File: src/hw/rtl/ifs_pkg.sv
package ifs_pkg;

    localparam int POS_W     = 5;
    localparam int NUM_FLAGS = 14;
    localparam int CODE_W    = 4;
    localparam int QUEUE_DEPTH = 2;
    localparam int QPTR_W    = $clog2(QUEUE_DEPTH);
    localparam int QCNT_W    = $clog2(QUEUE_DEPTH + 1);

    localparam logic [POS_W-1:0] POS_MAX = {POS_W{1'b1}};

    // candidate flag bits
    localparam int F_PNG  = 0;
    localparam int F_JPEG = 1;
    localparam int F_GIF7 = 2;
    localparam int F_GIF9 = 3;
    localparam int F_RIFF = 4;
    localparam int F_WEBP = 5;
    localparam int F_BMP  = 6;
    localparam int F_TGAT = 7;
    localparam int F_TGAD = 8;
    localparam int F_PSD  = 9;
    localparam int F_RAD  = 10;
    localparam int F_RGBE = 11;
    localparam int F_P5   = 12;
    localparam int F_P6   = 13;

    // format codes
    localparam logic [CODE_W-1:0] FMT_UNKNOWN = 4'd0;
    localparam logic [CODE_W-1:0] FMT_PNG     = 4'd1;
    localparam logic [CODE_W-1:0] FMT_JPEG    = 4'd2;
    localparam logic [CODE_W-1:0] FMT_GIF     = 4'd3;
    localparam logic [CODE_W-1:0] FMT_WEBP    = 4'd4;
    localparam logic [CODE_W-1:0] FMT_BMP     = 4'd5;
    localparam logic [CODE_W-1:0] FMT_TGA     = 4'd6;
    localparam logic [CODE_W-1:0] FMT_PSD     = 4'd7;
    localparam logic [CODE_W-1:0] FMT_HDR     = 4'd8;
    localparam logic [CODE_W-1:0] FMT_PNM     = 4'd9;

    // last-byte positions (length minus one) for the length rules
    localparam logic [POS_W-1:0] POS_MIN_ANY  = 5'd7;
    localparam logic [POS_W-1:0] POS_MIN_WEBP = 5'd11;
    localparam logic [POS_W-1:0] POS_MIN_TGA  = 5'd17;
    localparam logic [POS_W-1:0] POS_MIN_RAD  = 5'd9;
    localparam logic [POS_W-1:0] POS_TGA_TYPE = 5'd2;
    localparam logic [POS_W-1:0] POS_TGA_BPP  = 5'd16;
    localparam logic [POS_W-1:0] POS_WEBP_LO  = 5'd8;

    // signatures, padded to a power of two; padding is never compared
    localparam logic [7:0] SIG_PNG  [8]  = '{8'h89, 8'h50, 8'h4E, 8'h47,
                                             8'h0D, 8'h0A, 8'h1A, 8'h0A};
    localparam logic [7:0] SIG_JPEG [4]  = '{8'hFF, 8'hD8, 8'hFF, 8'h00};
    localparam logic [7:0] SIG_GIF7 [8]  = '{"G", "I", "F", "8", "7", "a", 8'h00, 8'h00};
    localparam logic [7:0] SIG_GIF9 [8]  = '{"G", "I", "F", "8", "9", "a", 8'h00, 8'h00};
    localparam logic [7:0] SIG_RIFF [4]  = '{"R", "I", "F", "F"};
    localparam logic [7:0] SIG_WEBP [4]  = '{"W", "E", "B", "P"};
    localparam logic [7:0] SIG_BMP  [2]  = '{"B", "M"};
    localparam logic [7:0] SIG_PSD  [4]  = '{"8", "B", "P", "S"};
    localparam logic [7:0] SIG_RAD  [16] = '{"#", "?", "R", "A", "D", "I", "A", "N",
                                             "C", "E", 8'h00, 8'h00, 8'h00, 8'h00,
                                             8'h00, 8'h00};
    localparam logic [7:0] SIG_RGBE [8]  = '{"#", "?", "R", "G", "B", "E", 8'h00, 8'h00};
    localparam logic [7:0] SIG_P5   [2]  = '{"P", "5"};
    localparam logic [7:0] SIG_P6   [2]  = '{"P", "6"};

    typedef struct packed {
        logic [NUM_FLAGS-1:0] flags;
        logic [POS_W-1:0]     pos;
    } t_decision;

endpackage

File: src/hw/rtl/ifs_front.sv
module ifs_front (
    input  logic              i_clk,
    input  logic              i_rst_n,
    input  logic              i_accept,
    input  logic [7:0]        i_data_byte,
    input  logic              i_last_byte,
    output logic              o_push,
    output ifs_pkg::t_decision o_decision
);
    import ifs_pkg::*;

    logic [POS_W-1:0]     r_pos;
    logic [POS_W-1:0]     n_pos;
    logic [NUM_FLAGS-1:0] r_flags;
    logic [NUM_FLAGS-1:0] n_flags;
    logic [NUM_FLAGS-1:0] upd_flags;
    logic [7:0]           b;

    assign b = i_data_byte;

    always_comb begin
        upd_flags = r_flags;
        if (r_pos < 5'd8 && SIG_PNG[r_pos[2:0]] != b) upd_flags[F_PNG] = 1'b0;
        if (r_pos < 5'd3 && SIG_JPEG[r_pos[1:0]] != b) upd_flags[F_JPEG] = 1'b0;
        if (r_pos < 5'd6 && SIG_GIF7[r_pos[2:0]] != b) upd_flags[F_GIF7] = 1'b0;
        if (r_pos < 5'd6 && SIG_GIF9[r_pos[2:0]] != b) upd_flags[F_GIF9] = 1'b0;
        if (r_pos < 5'd4 && SIG_RIFF[r_pos[1:0]] != b) upd_flags[F_RIFF] = 1'b0;
        // WEBP sits at offsets 8..11, so the low two bits index it directly
        if (r_pos >= POS_WEBP_LO && r_pos < 5'd12 && SIG_WEBP[r_pos[1:0]] != b)
            upd_flags[F_WEBP] = 1'b0;
        if (r_pos < 5'd2 && SIG_BMP[r_pos[0]] != b) upd_flags[F_BMP] = 1'b0;
        if (r_pos < 5'd4 && SIG_PSD[r_pos[1:0]] != b) upd_flags[F_PSD] = 1'b0;
        if (r_pos < 5'd10 && SIG_RAD[r_pos[3:0]] != b) upd_flags[F_RAD] = 1'b0;
        if (r_pos < 5'd6 && SIG_RGBE[r_pos[2:0]] != b) upd_flags[F_RGBE] = 1'b0;
        if (r_pos < 5'd2 && SIG_P5[r_pos[0]] != b) upd_flags[F_P5] = 1'b0;
        if (r_pos < 5'd2 && SIG_P6[r_pos[0]] != b) upd_flags[F_P6] = 1'b0;
        if (r_pos == POS_TGA_TYPE &&
            !(b == 8'd2 || b == 8'd3 || b == 8'd10 || b == 8'd11))
            upd_flags[F_TGAT] = 1'b0;
        if (r_pos == POS_TGA_BPP &&
            !(b == 8'd8 || b == 8'd16 || b == 8'd24 || b == 8'd32))
            upd_flags[F_TGAD] = 1'b0;
    end

    always_comb begin
        n_pos   = r_pos;
        n_flags = r_flags;
        if (i_accept) begin
            if (i_last_byte) begin
                // start a new buffer
                n_pos   = '0;
                n_flags = '1;
            end else begin
                n_flags = upd_flags;
                if (r_pos != POS_MAX) n_pos = r_pos + 5'd1;
            end
        end
    end

    always_ff @(posedge i_clk) begin
        if (!i_rst_n) begin
            r_pos   <= '0;
            r_flags <= '1;
        end else begin
            r_pos   <= n_pos;
            r_flags <= n_flags;
        end
    end

    assign o_push           = i_accept && i_last_byte;
    assign o_decision.flags = upd_flags;
    assign o_decision.pos   = r_pos;

`ifndef NO_ASSERTIONS
    a_restart: assert property (@(posedge i_clk) disable iff (!i_rst_n)
        o_push |=> (r_pos == '0 && r_flags == '1))
        else $error("front did not restart after last byte");
`endif

endmodule

File: src/hw/rtl/ifs_queue.sv
module ifs_queue (
    input  logic               i_clk,
    input  logic               i_rst_n,
    input  logic               i_push,
    input  ifs_pkg::t_decision i_data,
    input  logic               i_pop,
    output logic               o_full,
    output logic               o_empty,
    output ifs_pkg::t_decision o_data
);
    import ifs_pkg::*;

    t_decision         r_mem [QUEUE_DEPTH];
    logic [QPTR_W-1:0] r_wr_ptr;
    logic [QPTR_W-1:0] r_rd_ptr;
    logic [QCNT_W-1:0] r_count;
    logic              do_push;
    logic              do_pop;

    assign o_full  = (r_count == QCNT_W'(QUEUE_DEPTH));
    assign o_empty = (r_count == '0);
    assign do_push = i_push && !o_full;
    assign do_pop  = i_pop && !o_empty;
    assign o_data  = r_mem[r_rd_ptr];

    always_ff @(posedge i_clk) begin
        if (do_push) r_mem[r_wr_ptr] <= i_data;
    end

    always_ff @(posedge i_clk) begin
        if (!i_rst_n) begin
            r_wr_ptr <= '0;
            r_rd_ptr <= '0;
            r_count  <= '0;
        end else begin
            if (do_push) r_wr_ptr <= r_wr_ptr + QPTR_W'(1);
            if (do_pop)  r_rd_ptr <= r_rd_ptr + QPTR_W'(1);
            case ({do_push, do_pop})
                2'b10:   r_count <= r_count + QCNT_W'(1);
                2'b01:   r_count <= r_count - QCNT_W'(1);
                default: r_count <= r_count;
            endcase
        end
    end

`ifndef NO_ASSERTIONS
    a_no_overflow: assert property (@(posedge i_clk) disable iff (!i_rst_n)
        i_push |-> !o_full)
        else $error("push into full queue");
    a_pop_count: assert property (@(posedge i_clk) disable iff (!i_rst_n)
        (do_pop && !do_push) |=> (r_count == $past(r_count) - QCNT_W'(1)))
        else $error("queue count lost a pop");
`endif

endmodule

File: src/hw/rtl/ifs_back.sv
module ifs_back (
    input  logic                      i_clk,
    input  logic                      i_rst_n,
    input  logic                      i_empty,
    input  ifs_pkg::t_decision        i_decision,
    output logic                      o_pop,
    input  logic                      i_stall,
    output logic                      o_valid,
    output logic [ifs_pkg::CODE_W-1:0] o_format_code
);
    import ifs_pkg::*;

    logic              r_valid;
    logic [CODE_W-1:0] r_code;
    logic [CODE_W-1:0] code;
    logic [NUM_FLAGS-1:0] f;
    logic [POS_W-1:0]  p;

    assign f = i_decision.flags;
    assign p = i_decision.pos;

    // pick the first live candidate in priority order
    always_comb begin
        code = FMT_UNKNOWN;
        if (p >= POS_MIN_ANY) begin
            if (f[F_PNG])                                     code = FMT_PNG;
            else if (f[F_JPEG])                               code = FMT_JPEG;
            else if (f[F_GIF7] || f[F_GIF9])                  code = FMT_GIF;
            else if (p >= POS_MIN_WEBP && f[F_RIFF] && f[F_WEBP]) code = FMT_WEBP;
            else if (f[F_BMP])                                code = FMT_BMP;
            else if (p >= POS_MIN_TGA && f[F_TGAT] && f[F_TGAD])  code = FMT_TGA;
            else if (f[F_PSD])                                code = FMT_PSD;
            else if (p >= POS_MIN_RAD && f[F_RAD])            code = FMT_HDR;
            else if (f[F_RGBE])                               code = FMT_HDR;
            else if (f[F_P5] || f[F_P6])                      code = FMT_PNM;
        end
    end

    // load the output register whenever it is free or being drained
    assign o_pop = !i_empty && (!r_valid || !i_stall);

    always_ff @(posedge i_clk) begin
        if (!i_rst_n) begin
            r_valid <= 1'b0;
        end else if (o_pop) begin
            r_valid <= 1'b1;
        end else if (!i_stall) begin
            r_valid <= 1'b0;
        end
    end

    always_ff @(posedge i_clk) begin
        if (o_pop) r_code <= code;
    end

    assign o_valid       = r_valid;
    assign o_format_code = r_code;

`ifndef NO_ASSERTIONS
    a_pop_fills: assert property (@(posedge i_clk) disable iff (!i_rst_n)
        o_pop |=> r_valid)
        else $error("popped result not presented");
`endif

endmodule

File: src/hw/rtl/image_format_sniffer.sv
// Image format sniffer: identifies a file format from its leading bytes.
// Input channel: one header byte per beat on i_data_byte, with i_last_byte
// marking the final byte of the buffer; a beat is taken when i_valid is high
// and o_stall is low. Output channel: one o_format_code beat per buffer
// (0 unknown, 1 png, 2 jpeg, 3 gif, 4 webp, 5 bmp, 6 tga, 7 psd, 8 hdr,
// 9 pnm), taken when o_valid is high and i_stall is low.
// Throughput: one byte per cycle while o_stall is low, sustained also
// across back-to-back buffers; all signature compares run in parallel
// in the front stage. The last byte's decision is written to the queue,
// then loaded into the free or draining output register, raising o_valid.
// A two-entry queue sits between the byte front end and the output register.
// When the receiver stalls, the output register holds its code and the queue
// fills; o_stall rises only once the queue is full.
// Reset (synchronous, active low) clears the byte position, sets all match
// flags, empties the queue and drops o_valid. No clearing pass is needed.
module image_format_sniffer (
    input  logic                       i_clk,
    input  logic                       i_rst_n,
    input  logic                       i_valid,
    output logic                       o_stall,
    input  logic [7:0]                 i_data_byte,
    input  logic                       i_last_byte,
    output logic                       o_valid,
    input  logic                       i_stall,
    output logic [ifs_pkg::CODE_W-1:0] o_format_code
);
    import ifs_pkg::*;

    logic      accept;
    logic      push;
    logic      pop;
    logic      full;
    logic      empty;
    t_decision front_dec;
    t_decision head_dec;

    assign o_stall = full;
    assign accept  = i_valid && !full;

    ifs_front u_front (
        .i_clk       (i_clk),
        .i_rst_n     (i_rst_n),
        .i_accept    (accept),
        .i_data_byte (i_data_byte),
        .i_last_byte (i_last_byte),
        .o_push      (push),
        .o_decision  (front_dec)
    );

    ifs_queue u_queue (
        .i_clk   (i_clk),
        .i_rst_n (i_rst_n),
        .i_push  (push),
        .i_data  (front_dec),
        .i_pop   (pop),
        .o_full  (full),
        .o_empty (empty),
        .o_data  (head_dec)
    );

    ifs_back u_back (
        .i_clk         (i_clk),
        .i_rst_n       (i_rst_n),
        .i_empty       (empty),
        .i_decision    (head_dec),
        .o_pop         (pop),
        .i_stall       (i_stall),
        .o_valid       (o_valid),
        .o_format_code (o_format_code)
    );

endmodule

File: config.mk
export PLATFORM = sky130hd
export DESIGN_NAME = image_format_sniffer
export DESIGN_NICKNAME = d
export VERILOG_FILES = /design/src/hw/rtl/ifs_pkg.sv /design/src/hw/rtl/ifs_front.sv /design/src/hw/rtl/ifs_queue.sv /design/src/hw/rtl/ifs_back.sv /design/src/hw/rtl/image_format_sniffer.sv
export SDC_FILE = /design/constraint.sdc
export NUM_CORES = 1
export LEC_CHECK = 0
export BUFFER_PORTS_ARGS = -buffer_cell sky130_fd_sc_hd__buf_2
export CORE_MARGIN = 2
export CORE_UTILIZATION = 45
export CTS_CLUSTER_SIZE = 8
export DETAILED_ROUTE_END_ITERATION = 7
export PLACE_DENSITY = 0.73
export SETUP_SLACK_MARGIN = 0.02
export SLEW_MARGIN = 40
export SYNTH_ARGS = -nofsm -noshare
export SYNTH_HDL_FRONTEND = slang
export SYNTH_HIERARCHICAL = 1
export SYNTH_SLANG_ARGS = --single-unit
File: constraint.sdc
create_clock -name i_clk -period 2.99 [get_ports i_clk]
set_clock_uncertainty 0.1 [all_clocks]
set_input_delay 0.299 -clock i_clk [delete_from_list [all_inputs] [get_ports i_clk]]
set_output_delay 0.299 -clock i_clk [all_outputs]
set_load 0.03 [all_outputs]
==> metrics.yaml <==
clock_network:
  clock_latency_ns: 0.33
  cts_hold_buf: 0
  cts_root_buffer: "clkbuf_8"
  h-tree-depth: 3
  clkTransAtPathRegs_ns: 0.07
  postCtsSetupBuffers: 0
  ctsLongestPathBuffers: 2
  ctsResizeCount: 0
  cts_num_sinks: 67
  cts_tree: "built"
  cts_buffers: 9
worst_setup_path:
  r2r_slack_ns: 0.66
  cpPeakStageDelay_ns: 0.53
  worst_path_max_delay_cell: "ha_1"
  crit_chain: "inv_1, ha_1, xnor2_1, and4_1, o32ai_1, nand4b_4, a21boi_1"
  cp_max_fo: 14
  critPathRequiredTime_ns: 2.94
  endpoint_kind: "register"
  cp.arrival_ns: 2.29
  critPathLaunchType: "register"
  setup.worst_path.class: "reg2reg"
yosys:
  synthCells: 403
  synth_nets: 429
  avgSynthCellArea_sq_um: 10.2
  yosysSeqAreaShare_pct: 42.9
  synth_common_cells: "edfxtp_1, nor2_1, dfxtp_1"
  synth-edff-count: 42
  synth.most_common_cell: "edfxtp_1"
  synth_area_sq_um: 4110
  synth_top_area_share_pct: 30.7
  ys_warn_count: 6
  synth.area.top_cells: "edfxtp_1, dfxtp_1, mux2_2"
  ys_ff_latch: 67
  synth_top_flop_cell: "edfxtp_1"
  synth_cell_types: 72
  async_reset_ff_share_pct: 0
  synth_top_area_cell: "edfxtp_1"
drt:
  drtIter0Drc: 181
  drc: 0
  via_per_inst: 5.91
  antenna_left: 0
  wire_per_inst_um: 17.3
  firstDrtPassIters: 4
  routed_wl_um: 9060
  vias: 3093
placement:
  dpl.hpwl_um: 6110
  gp_congestion: 0.893
  placedCellCount: 507
  port_buffers: 18
cells_and_area:
  area_growth_pct: 7.40
  fill_cells: 782
  layout.nets: 436
  fin_cells: 523
  drive_above_1_share_pct: 16.1
  antenna_cells: 0
pwr:
  p_leak_uw: 0.00160
  peakVddDrop_v: 0.000277
  powerDensity_nw_per_um2: 535
global_routing:
  first_global_vias: 2971
  grt_pass1_wl_um: 14800
  gr-total-overflow: 0
  grt_max_degree: 28
  antenna_found_initial: 0
  grt_use_total_pct: 18.9
floorplanning:
  start_util_pct: 46.6
  die_area_sq_um: 9910
  die_w_um: 99.5
  die_h_um: 99.5
  io-pin-count: 19
  core_area_sq_um: 8810
  row_count: 34
timing:
  fmax_mhz: 428
  period_minus_slack_ns: 2.33
  tightest_slew_ns: 0.661
  setup_viol: 0
  slew_viol_final: 0
  slew_headroom_pct: 55.9
  tns_ns: 0
  hold_violations: 0
  grt_setup_unrepaired: "no"
  timing.final.crit_share_pct: 78.1
run:
  maxCapViolations: 0
worst_hold_path:
  hp-class: "in2reg"
status:
  status: "completed"
path summary, 6_finish.rpt:
| path | from | endpoint | cells after the start |
|---|---|---|---|
| setup / recovery | u_front/r_pos[1] | u_queue/r_mem[0][5] | 7 |
| hold / removal | i_stall | u_back/o_valid | 3 |
| setup reg to reg | u_front/r_pos[1] | u_queue/r_mem[0][5] | 7 |
| hold reg to reg | u_front/r_flags[5] | u_front/r_flags[5] | 1 |
critical path: cells and delay by family, from the launching register on:
kind / cells / cell delay, ns
AO/OA/AOI/OAI: 2 / 0.37
adder cells (fa/ha/maj): 1 / 0.53
flip-flops: 1 / 0.31
buffers and inverters: 1 / 0.19
XOR/XNOR: 1 / 0.14
AND/OR/NAND/NOR: 2 / 0.43
cells by family after synthesis:
| logic type | count (synthesis) | share of synthesized area [%] |
|---|---|---|
| fa+ha+maj | 13 | 3.96 |
| mux | 22 | 5.94 |
| flops | 67 | 42.9 |
| simple gates | 127 | 18.3 |
| compound gates | 97 | 16.8 |
| xor+xnor | 31 | 6.61 |
| buf+inv | 46 | 5.45 |
through the flow:
stage / utilization, % / hold slack (ns) / total power (uW) / setup slack [ns] / area, sq um
floorplan: - / 0.321 / 1530 / 0.696 / 4110
global placement: 47.9 / 0.340 / 1630 / 0.708 / 4220
detailed placement: 47.9 / 0.346 / 1640 / 0.684 / 4220
CTS: 50.1 / 0.127 / 2370 / 0.668 / 4410
global route: 50.1 / 0.135 / 2470 / 0.514 / 4410
finish: 50.1 / 0.137 / 2360 / 0.656 / 4410
flip-flops by register name, indices dropped and copies added (netlist names), named ones only:
register and count:
u_queue/r_mem 38, u_front/r_flags 14, u_front/r_pos 5, u_back/o_format_code 4, u_queue/r_count 2, u_back/o_valid 1
u_queue/r_rd_ptr 1, u_queue/r_wr_ptr 1
per-layer routing:
layer  GRT usage (%)  part of all wire [%]  wire, um  vias to the layer above
met5               0                     0         0                        -
met4            8.96                   2.1       188                        0
met3            3.23                   4.5       407                       16
met2            30.7                    47      4260                       86
met1            24.6                    46      4200                     1493
li1                -                     -         -                     1498
cell usage in the layout (no fill, tap or decap), types with 10 or more instances in the layout:
cell	Yosys	layout
clkbuf_8	0	10
nand3_1	10	10
xor2_1	10	10
o21ai_0	11	11
a211o_1	11	11
xnor2_1	21	21
inv_1	15	15
mux2_2	19	19
a21oi_1	19	19
edfxtp_1	42	42
nand2_1	20	20
nor2_1	26	26
ha_1	13	13
buf_2	17	18
dfxtp_1	25	25
layout make-up:
type | count | area (sq um) | area share, %
flip-flops and latches | 67 | 1760 | 39.9
multi-input cells | 290 | 2120 | 48.1
clock inverters | 2 | 37.5 | 0.851
well taps | 108 | 135 | 3.06
inverters | 18 | 67.6 | 1.53
repair buffers | 24 | 135 | 3.06
clock buffers | 14 | 153 | 3.46
where the power goes:
part	internal [uW]	total, uW	switching (uW)
sequential	1060	1100	38.4
combinational	210	525	315
clock	410	734	324
total	1680	2360	677
No activity file was read; power rests on OpenSTA's default activity.
